[src/rtl/core/pru_pkg.sv]
// Package for the packed raw sample unpacker.
// Sample mode codes, accumulator widths and the word types shared by the core.
// No dependencies.
`timescale 1ns / 1ps
`default_nettype none

package pru_pkg;

  localparam int BUF_W   = 22;
  localparam int CNT_W   = 5;
  localparam int BYTE_W  = 8;
  localparam int SMP_W   = 16;
  localparam logic [CNT_W-1:0] CNT_MAX  = 5'd21;
  localparam logic [CNT_W-1:0] BYTE_CNT = 5'd8;
  localparam logic [CNT_W-1:0] W12      = 5'd12;
  localparam logic [CNT_W-1:0] W14      = 5'd14;

  typedef logic [1:0] mode_t;

  localparam mode_t MODE_RAW12 = 2'd0;
  localparam mode_t MODE_RAW14 = 2'd1;
  localparam mode_t MODE_RAW16 = 2'd2;

  typedef struct packed {
    logic [SMP_W-1:0] sample_value;
    logic             final_sample;
  } word_t;

  typedef struct packed {
    logic  produced;
    word_t word;
  } unp_res_t;

endpackage

`default_nettype wire

[src/rtl/core/pru_in_if.sv]
// Byte input channel: valid/ready handshake with raw byte and last flag.
// No dependencies.
`timescale 1ns / 1ps
`default_nettype none

interface pru_in_if;
  logic       valid;
  logic       ready;
  logic [7:0] raw_byte;
  logic       last_byte;

  modport source (output valid, output raw_byte, output last_byte, input ready);
  modport sink   (input valid, input raw_byte, input last_byte, output ready);
endinterface

`default_nettype wire

[src/rtl/core/pru_out_if.sv]
// Sample output channel: valid/ready handshake with sample value and final flag.
// No dependencies.
`timescale 1ns / 1ps
`default_nettype none

interface pru_out_if;
  logic        valid;
  logic        ready;
  logic [15:0] sample_value;
  logic        final_sample;

  modport source (output valid, output sample_value, output final_sample, input ready);
  modport sink   (input valid, input sample_value, input final_sample, output ready);
endinterface

`default_nettype wire

[src/rtl/core/pru_unpack.sv]
// Bit accumulator and sample extraction for the raw unpacker.
// Depends on pru_pkg.
`timescale 1ns / 1ps
`default_nettype none

module pru_unpack (
  input  wire logic             clk,
  input  wire logic             rst_n,
  input  wire pru_pkg::mode_t   mode,
  input  wire logic             accept,
  input  wire logic [7:0]       raw_byte,
  input  wire logic             last_byte,
  output pru_pkg::unp_res_t     res
);
  import pru_pkg::*;

  logic [BUF_W-1:0] buf_r, buf_nxt;
  logic [CNT_W-1:0] cnt_r, cnt_nxt;

  logic [BUF_W-1:0] shifted;
  logic [BUF_W-1:0] extracted;
  logic [CNT_W-1:0] cnt_add;
  logic [CNT_W-1:0] width;
  logic [CNT_W-1:0] sh;
  logic             mode16;

  assign mode16    = mode[1];
  assign width     = (mode == MODE_RAW12) ? W12 : W14;
  assign shifted   = {buf_r[BUF_W-BYTE_W-1:0], raw_byte};
  assign cnt_add   = cnt_r + BYTE_CNT;
  assign sh        = cnt_add - width;
  assign extracted = shifted >> sh;

  always_comb begin
    res.produced          = 1'b0;
    res.word.sample_value = '0;
    res.word.final_sample = last_byte;
    buf_nxt               = buf_r;
    cnt_nxt               = cnt_r;
    if (mode16) begin
      if (cnt_r == '0) begin
        buf_nxt = {{(BUF_W-BYTE_W){1'b0}}, raw_byte};
        cnt_nxt = BYTE_CNT;
      end else begin
        res.produced          = 1'b1;
        res.word.sample_value = {raw_byte, buf_r[BYTE_W-1:0]};
        buf_nxt               = '0;
        cnt_nxt               = '0;
      end
    end else begin
      buf_nxt = shifted;
      cnt_nxt = cnt_add;
      if (cnt_add >= width) begin
        res.produced = 1'b1;
        if (mode == MODE_RAW12) begin
          res.word.sample_value = {4'b0, extracted[11:0]};
        end else begin
          res.word.sample_value = {2'b0, extracted[13:0]};
        end
        cnt_nxt = sh;
        buf_nxt = shifted & ~({BUF_W{1'b1}} << sh);
      end
    end
    if (last_byte) begin
      buf_nxt = '0;
      cnt_nxt = '0;
    end
  end

  always_ff @(posedge clk) begin
    if (!rst_n) begin
      buf_r <= '0;
      cnt_r <= '0;
    end else if (accept) begin
      buf_r <= buf_nxt;
      cnt_r <= cnt_nxt;
    end
  end

`ifndef ASSERT_OFF
  a_cnt_range: assert property (@(posedge clk) disable iff (!rst_n)
    cnt_r <= CNT_MAX)
    else $error("bit count out of range");

  a_last_clears: assert property (@(posedge clk) disable iff (!rst_n)
    accept && last_byte |=> cnt_r == '0 && buf_r == '0)
    else $error("accumulator not cleared after last byte");

  a_packed_left: assert property (@(posedge clk) disable iff (!rst_n)
    accept && res.produced && !mode16 |=> cnt_r < W14)
    else $error("too many bits left after packed sample");
`endif

endmodule

`default_nettype wire

[src/rtl/core/pru_out_stage.sv]
// Output register with skid slot for the unpacker result channel.
// Depends on pru_pkg and pru_out_if.
`timescale 1ns / 1ps
`default_nettype none

module pru_out_stage (
  input  wire logic       clk,
  input  wire logic       rst_n,
  input  wire logic       load,
  input  wire pru_pkg::word_t word,
  output logic            in_ready,
  pru_out_if.source       out_ch
);
  import pru_pkg::*;

  word_t main_r, main_nxt;
  word_t skid_r, skid_nxt;
  logic  main_valid_r, main_valid_nxt;
  logic  skid_valid_r, skid_valid_nxt;
  logic  take;

  assign take     = main_valid_r && out_ch.ready;
  assign in_ready = !skid_valid_r;

  always_comb begin
    main_nxt       = main_r;
    skid_nxt       = skid_r;
    main_valid_nxt = main_valid_r;
    skid_valid_nxt = skid_valid_r;
    if (!main_valid_r || take) begin
      if (skid_valid_r) begin
        main_nxt       = skid_r;
        main_valid_nxt = 1'b1;
        skid_valid_nxt = 1'b0;
      end else begin
        main_nxt       = word;
        main_valid_nxt = load;
      end
    end else if (load) begin
      skid_nxt       = word;
      skid_valid_nxt = 1'b1;
    end
  end

  always_ff @(posedge clk) begin
    if (!rst_n) begin
      main_valid_r <= 1'b0;
      skid_valid_r <= 1'b0;
    end else begin
      main_valid_r <= main_valid_nxt;
      skid_valid_r <= skid_valid_nxt;
    end
  end

  always_ff @(posedge clk) begin
    main_r <= main_nxt;
    skid_r <= skid_nxt;
  end

  assign out_ch.valid        = main_valid_r;
  assign out_ch.sample_value = main_r.sample_value;
  assign out_ch.final_sample = main_r.final_sample;

`ifndef ASSERT_OFF
  a_skid_behind_main: assert property (@(posedge clk) disable iff (!rst_n)
    skid_valid_r |-> main_valid_r)
    else $error("skid word held without output word");

  a_skid_drain: assert property (@(posedge clk) disable iff (!rst_n)
    skid_valid_r && out_ch.ready |=> main_valid_r && !skid_valid_r)
    else $error("skid word not moved to output");

  a_no_load_when_full: assert property (@(posedge clk) disable iff (!rst_n)
    skid_valid_r |-> !load)
    else $error("word loaded while skid slot full");
`endif

endmodule

`default_nettype wire

[src/rtl/core/packed_raw_sample_unpacker_core.sv]
// Top level of the packed raw sample unpacker: mode register, accumulator, output stage.
// Depends on pru_pkg, pru_in_if, pru_out_if, pru_unpack and pru_out_stage.
//
//   port     dir  handshake      payload
//   in_ch    in   valid/ready    raw_byte[7:0], last_byte
//   out_ch   out  valid/ready    sample_value[15:0], final_sample
//   cfg_*    in   cfg_we         cfg_wdata[1:0] = sample_mode
//
// One byte per cycle while in_ch.ready is high; the sample that a byte completes is
// registered into the output register, or into the skid slot behind a stalled
// output. in_ch.ready drops only while the skid slot holds a word
// behind a stalled output. Synchronous active-low reset clears the mode,
// the accumulator and both output slots.
`timescale 1ns / 1ps
`default_nettype none

module packed_raw_sample_unpacker_core (
  input  wire logic        clk,
  input  wire logic        rst_n,
  pru_in_if.sink           in_ch,
  pru_out_if.source        out_ch,
  input  wire logic        cfg_we,
  input  wire pru_pkg::mode_t cfg_wdata
);
  import pru_pkg::*;

  mode_t    mode_r;
  unp_res_t res;
  logic     accept;
  logic     stage_ready;

  always_ff @(posedge clk) begin
    if (!rst_n) begin
      mode_r <= MODE_RAW12;
    end else if (cfg_we) begin
      mode_r <= cfg_wdata;
    end
  end

  assign in_ch.ready = stage_ready;
  assign accept      = in_ch.valid && stage_ready;

  pru_unpack u_unpack (
    .clk       (clk),
    .rst_n     (rst_n),
    .mode      (mode_r),
    .accept    (accept),
    .raw_byte  (in_ch.raw_byte),
    .last_byte (in_ch.last_byte),
    .res       (res)
  );

  pru_out_stage u_out (
    .clk      (clk),
    .rst_n    (rst_n),
    .load     (accept && res.produced),
    .word     (res.word),
    .in_ready (stage_ready),
    .out_ch   (out_ch)
  );

endmodule

`default_nettype wire

[src/flat_wrapper.sv]
// flat-port wrapper written by rule: the top's interface ports become plain ports
module packed_raw_sample_unpacker_core_flat import pru_pkg::*;
  (clk, rst_n, cfg_we, cfg_wdata, in_ch_valid, in_ch_raw_byte, in_ch_last_byte, in_ch_ready, out_ch_valid, out_ch_sample_value, out_ch_final_sample, out_ch_ready);
  pru_in_if in_ch_i ();
  pru_out_if out_ch_i ();
  input  wire logic clk;
  input  wire logic rst_n;
  input  wire logic cfg_we;
  input  wire pru_pkg::mode_t cfg_wdata;
  input wire logic [$bits(in_ch_i.valid)-1:0] in_ch_valid;
  input wire logic [$bits(in_ch_i.raw_byte)-1:0] in_ch_raw_byte;
  input wire logic [$bits(in_ch_i.last_byte)-1:0] in_ch_last_byte;
  output wire logic [$bits(in_ch_i.ready)-1:0] in_ch_ready;
  output wire logic [$bits(out_ch_i.valid)-1:0] out_ch_valid;
  output wire logic [$bits(out_ch_i.sample_value)-1:0] out_ch_sample_value;
  output wire logic [$bits(out_ch_i.final_sample)-1:0] out_ch_final_sample;
  input wire logic [$bits(out_ch_i.ready)-1:0] out_ch_ready;
  assign in_ch_i.valid = in_ch_valid;
  assign in_ch_i.raw_byte = in_ch_raw_byte;
  assign in_ch_i.last_byte = in_ch_last_byte;
  assign in_ch_ready = in_ch_i.ready;
  assign out_ch_valid = out_ch_i.valid;
  assign out_ch_sample_value = out_ch_i.sample_value;
  assign out_ch_final_sample = out_ch_i.final_sample;
  assign out_ch_i.ready = out_ch_ready;
  packed_raw_sample_unpacker_core u_core (.clk(clk), .rst_n(rst_n), .in_ch(in_ch_i), .out_ch(out_ch_i), .cfg_we(cfg_we), .cfg_wdata(cfg_wdata));
endmodule
[config.mk]
export PLATFORM = sky130hd
export DESIGN_NAME = packed_raw_sample_unpacker_core_flat
export DESIGN_NICKNAME = d
export VERILOG_FILES = /design/src/rtl/core/pru_pkg.sv /design/src/rtl/core/pru_in_if.sv /design/src/rtl/core/pru_out_if.sv /design/src/rtl/core/pru_unpack.sv /design/src/rtl/core/pru_out_stage.sv /design/src/rtl/core/packed_raw_sample_unpacker_core.sv /design/src/flat_wrapper.sv
export SDC_FILE = /design/constraint.sdc
export NUM_CORES = 1
export LEC_CHECK = 0
export BUFFER_PORTS_ARGS = -buffer_cell sky130_fd_sc_hd__buf_2
export CAP_MARGIN = 25
export CORE_MARGIN = 5
export CORE_UTILIZATION = 50
export CTS_CLUSTER_DIAMETER = 150
export DETAILED_ROUTE_END_ITERATION = 10
export PLACE_DENSITY_LB_ADDON = 0.12
export SLEW_MARGIN = 20
export SYNTH_ARGS = -nofsm -noshare
export SYNTH_HDL_FRONTEND = slang
export SYNTH_SLANG_ARGS = --single-unit
[constraint.sdc]
create_clock -name clk -period 3.2 [get_ports clk]
set_input_delay 0.48 -clock clk [delete_from_list [all_inputs] [get_ports clk]]
set_output_delay 0.48 -clock clk [all_outputs]
set_load 0.01 [all_outputs]
---- Word level (Yosys, flattened, before mapping) ----
Cells that the tools add are included.
storage, ports and cells
  word-level logic and storage cells ...... 43
  bits of input ports ..................... 16
  bits in registers ....................... 57
  output and inout bits ................... 19
operators by class
  reduce and logical (&&, ||, !) cells .... 10
  shifts and indexed selects .............. 2
  add/subtract/negate cells ............... 2
  bitwise gates (word level) .............. 4
  order comparisons ....................... 1
  multiplexer cells ....................... 15
operator list
  operator                                                              count
  17-bit 2-to-1 mux                                                     4
  14-bit 2-to-1 mux                                                     4
  22-bit by 5-bit left shift with 14-bit output (first input constant)  1
  22-bit by 5-bit right shift with 14-bit output                        1
  5-bit 2-to-1 mux                                                      3
  14-bit bitwise AND                                                    1
  14-bit inverter                                                       1
  8-bit 2-to-1 mux                                                      1
  5-bit by 4-bit adder with 5-bit output (second input constant)        1
  5-bit by 4-bit greater-or-equal comparator with 1-bit output          1
  5-bit logical NOT                                                     1
  5-bit by 4-bit subtractor with 5-bit output                           1
  4-bit 2-to-1 mux                                                      1
  1-bit logical AND                                                     3
  1-bit logical NOT                                                     2
  2-bit logical NOT                                                     1
  2-bit 2-to-1 mux                                                      1
  1-bit inverter                                                        2
  2-bit AND reduction                                                   1
  2-bit OR reduction                                                    1
  1-bit logical OR                                                      1
  1-bit 2-to-1 mux                                                      1

---- Logic depth before layout (Yosys ltp) ----
  word-level depth ........................ 9
  mapped depth ............................ 11
  gate-level depth less buffers ........... 9

---- Cells and area by module ----
A second synthesis with hierarchy kept.
unflattened totals
  cells, all modules ...................... 276
  area, all modules ....................... 3,201.8 sq um
by module, submodules not included
  module                           instances  cells each  area an instance (sq um)
  pru_unpack                       1          206         1,759.2
  pru_out_stage                    1          62          1,357.6
  packed_raw_sample_unpacker_core  1          8           85.1

---- Least setup slack after synthesis ----
OpenSTA, ideal clock, no wires.
  path type ............................... register to register
  start ................................... register u_core.mode_r[1]
  end ..................................... register u_core.u_out.skid_r[0] in the netlist's numbering, enable pin
  slack ................................... -339 ps
  cell stages (with the launch flop) ...... 11
  path buffers ............................ 2
  library setup time ...................... 413 ps
  arrival ................................. 3,126 ps
  required time ........................... 2,787 ps
  cells stage by stage .................... dfxtp_1 > or2_2 > ha_1 > inv_1 > ha_1 > buf_2 > a21oi_1 > a21oi_1 > clkbuf_1 > nor2_1 > nor3_1
between the ends
  longest elaborated chain between the ends .. 7
ends and longest elaborated chain
  what                                                          line                                   source
  start: declaration                                            packed_raw_sample_unpacker_core.sv:27  mode_t mode_r;
  start signal: assignment                                      packed_raw_sample_unpacker_core.sv:36  mode_r <= cfg_wdata;
  2-bit logical NOT                                             pru_unpack.sv:28                       assign width = (mode == MODE_RAW12) ? W12 : W14;
  2-bit 2-to-1 mux                                              pru_unpack.sv:28
  5-bit by 4-bit greater-or-equal comparator with 1-bit output  pru_unpack.sv:53                       if (cnt_add >= width) begin
  17-bit 2-to-1 mux                                             pru_unpack.sv:53
  17-bit 2-to-1 mux (*)                                         pru_unpack.sv:40                       if (mode16) begin
  1-bit logical AND (*)                                         packed_raw_sample_unpacker_core.sv:56  .load (accept && res.produced),
  2-bit AND reduction (no line) (*)                             n/a
  end signal: assignment                                        pru_out_stage.sv:57                    skid_r <= skid_nxt;
  end: declaration                                              pru_out_stage.sv:17                    word_t skid_r, skid_nxt;
Every way passes the cells marked *; elsewhere a longest branch is shown, timed or not.
A chain may end at the register's enable or synchronous reset.

==> implementation parameters <==
Parameter                              Value

Global routing
  Antenna violations before repair    0
  Pin count of the biggest net entering global routing    22
  Final global-route overflow total    0
  First-pass GRT wire length    13.6 mm
  Vias in the first global route    2541
  Global router's overall resource usage    20.6%

Timing
  Worst slew margin    45.0%
  Min cycle time layout    about 2.8 ns
  Share of the cycle needed by the critical path after routing    88.1%
  Total Negative Setup Slacks    0 ns
  Final count of pins violating max slew    0
  Peak clock frequency supported by timing    ~350 MHz
  Total setup violations reported at the end of the flow    0
  Slack of the critical path    0.381 ns
  Setup repair after global routing missed its margin    no
  Hold Fails Final Rpt    0
  Transition time of the tightest slew-check pin    between 0.8 and 0.9 ns
  Final setup skew    0.00800 ns

Power
  Total power divided by cell area    400 nW/µm²
  Leakage power    1.48 nW
  Worst supply voltage drop on vdd    about 0.24 mV

Finish
  Final design utilization    56.9%
  # fillers    577
  Share of post-route cells with drive strength above 1    about a quarter
  Ant diodes    0
  Final-stage net count    352
  Area growth from synthesis to final layout    10.8%
  Post-Layout Cell Count    410

Detailed routing
  Number of remaining DRC errors    0
  Via Count    2471
  Antenna Violating Nets Remaining    0
  First-pass iteration count of the detailed router    5
  DR WL/cell    19.8 µm
  Number of vias per cell    6.03
  DR iter-0 viols    ~220
  Final wirelength    8.11 mm

Worst setup path
  Worst Setup End Kind    flip-flop
  Type of the worst setup path    reg -> reg
  Startpoint of the lowest-slack register-to-register path    u_core.mode_r[1]
  Worst reg-to-reg path cell count    7
  Maximum fanout count along the critical path    19
  Arrival time worst endpoint    2.90 ns
  Internal reg-to-reg setup slack    0.38 ns
  Worst setup path startpoint    u_core.mode_r[1]
  Capture point of the worst path    u_core.u_out.out_ch.sample_value[7]
  Endpoint of the worst register-to-register path    u_core.u_out.out_ch.sample_value[7]
  Crit path required time    3.28 ns
  Startpoint type of the worst setup path    flip-flop

Placement
  Port Buf Inserts    34
  Placed wire-length estimate    5.95 mm
  Last weighted congestion value of the routability-driven placer    0.901
  Worst setup slack after placement    0.376 ns
  Placed cells    roughly 400

Die
  Initial Util    about 51%
  Count of standard-cell rows    29
  Die Ht    ~91 µm
  Die extent in x    90.8 µm
  Floorplan core area    6350 µm²
  Die Footprint    8240 µm²
  I/O pin count    35

Clock network
  Post-CTS Hold Buffers    0
  CTS tree    done
  Number of H-tree levels    2
  Clock input transition at the sequential cells of the worst setup and hold paths    approximately 0.1 ns
  Clk_lat worst skew    approximately 0.32 ns
  Number of post-CTS setup repair buffers    0
  Maximum root-to-sink buffer count    2
  Number of buffers added by the clock tree synthesis step    5
  Root buffer cell    sky130_fd_sc_hd__clkbuf_8
  Count of instances resized after the clock tree is built    0
  Sinks on Clock Net    56

Synthesis
  Synth warnings    0
  Synthesized cell area    3260 µm²
  Number of enable-type register cells in the synthesized netlist    34
  Synthesized netlist cell count    300
  Synth cell types    48
  Share of the yosys chip area belonging to registers    between 40% and 50%
  Average footprint of a synthesized cell    10.9 µm²
  FF+latch count, synth    56
  Post-Synthesis Net Count    between 300 and 400
  Async SR Flop Fraction    0%
  Main synth FF type    sky130_fd_sc_hd__edfxtp_1

Outcome
  Result of the run    finished clean

Job
  # Max-Cap Violations    0

Min path
  HP Class    in -> reg
## layout make-up
type	instances	area [µm²]	area share, %
Tap cell	77	96.3	2.67
Multi-Input combinational cell	216	1680	46.6
Clock buffer	7	78.8	2.18
Clock inverter	1	8.76	0.242
Inverter	7	26.3	0.727
Sequential cell	56	1460	40.4
Timing Repair Buffer	46	260	7.20
## cells in the final DEF (no fill, tap or decap), types with 12 or more instances in the layout
| cell | instances |
|---|---|
| sky130_fd_sc_hd__nor2_1 | 14 |
| sky130_fd_sc_hd__a21oi_1 | 12 |
| sky130_fd_sc_hd__buf_4 | 12 |
| sky130_fd_sc_hd__nand2_1 | 33 |
| sky130_fd_sc_hd__buf_2 | 34 |
| sky130_fd_sc_hd__edfxtp_1 | 34 |
| sky130_fd_sc_hd__dfxtp_1 | 22 |
| sky130_fd_sc_hd__mux4_2 | 12 |
| sky130_fd_sc_hd__mux2i_1 | 16 |
| sky130_fd_sc_hd__o21ai_1 | 13 |
## kinds of logic (layout without fill, tap and decap cells)
family,after synthesis,after routing,share of synthesized area (%)
and+or+nand+nor,87,87,13.1
AOI/OAI and AO/OA,80,80,17.1
DFF,56,56,44.8
muxes,39,39,17.0
buffers and inverters,28,61,3.76
xor gates and xnor gates,6,6,2.65
adders and majority gates,4,4,1.53
## flip-flops by register name, summed over array words and instances, names as in the netlist
signal,flops
u_core.u_out.skid_r,17
u_core.u_out.out_ch.sample_value,16
u_core.u_unpack.buf_r,14
u_core.u_unpack.cnt_r,4
u_core.mode_r,2
u_core.u_out.out_ch.final_sample,1
u_core.u_out.out_ch.valid,1
u_core.u_out.skid_valid_r,1
## worst min path at each step
stage	start	to	cells after the start	slack [ns]
6_report	cfg_wdata[0]	u_core.mode_r[0]	3	0.42
5_1_grt	cfg_wdata[0]	u_core.mode_r[0]	3	0.45
4_1_cts	cfg_wdata[1]	u_core.mode_r[1]	3	0.42
3_5_place_dp	u_core.u_unpack.cnt_r[3]	u_core.u_unpack.cnt_r[3]	2	0.52
3_3_place_gp	u_core.u_unpack.cnt_r[3]	u_core.u_unpack.cnt_r[3]	2	0.51
2_1_floorplan	u_core.u_unpack.buf_r[6]	u_core.u_unpack.buf_r[6]	2	0.46
## synth_stat cells (8+ instances only)
library cell	number	area [µm²]
sky130_fd_sc_hd__a21oi_1	12	60.1
sky130_fd_sc_hd__and2_1	11	68.8
sky130_fd_sc_hd__buf_2	11	55.1
sky130_fd_sc_hd__clkbuf_1	8	30.0
sky130_fd_sc_hd__dfxtp_1	22	440
sky130_fd_sc_hd__edfxtp_1	34	1020
sky130_fd_sc_hd__mux2_2	11	124
sky130_fd_sc_hd__mux2i_1	16	160
sky130_fd_sc_hd__mux4_2	12	270
sky130_fd_sc_hd__nand2_1	33	124
sky130_fd_sc_hd__nor2_1	14	52.6
sky130_fd_sc_hd__o21ai_1	13	65.1
## per-stage QoR
step / instance area [µm²] / power, mW / hold slack, ns
after global routing: 3610 / 1.51 / 0.445
after CTS: 3610 / 1.45 / 0.421
after global placement: 3530 / 1.06 / 0.510
after floorplan: 3270 / 0.986 / 0.463
final: 3610 / 1.45 / 0.423
after detailed placement: 3530 / 1.06 / 0.525
## worst max-delay path, stage by stage, from the launching register on
cell and delay (ns):
sky130_fd_sc_hd__dfxtp_1 0.37, sky130_fd_sc_hd__or2_2 0.31, sky130_fd_sc_hd__ha_1 0.32, sky130_fd_sc_hd__xnor2_4 0.54, sky130_fd_sc_hd__mux4_2 0.57, sky130_fd_sc_hd__nand2_1 0.08
sky130_fd_sc_hd__o211ai_1 0.09, sky130_fd_sc_hd__mux2_2 0.30
## metal layers
| metal | routed length (µm) | global-route usage, % |
|---|---|---|
| met1 | 3790 | 30.1 |
| met2 | 3630 | 31.6 |
| met3 | 548 | 2.83 |
| met4 | 136 | 6.36 |
| met5 | 0 | 0 |
## power by group
part	leakage [nW]	switching, mW	internal (mW)
combinational	0.867	0.144	0.110
sequential	0.564	0.0159	0.778
clock	0.0484	0.236	0.163
total	1.48	0.395	1.05
(Power assumes the default switching activity.)
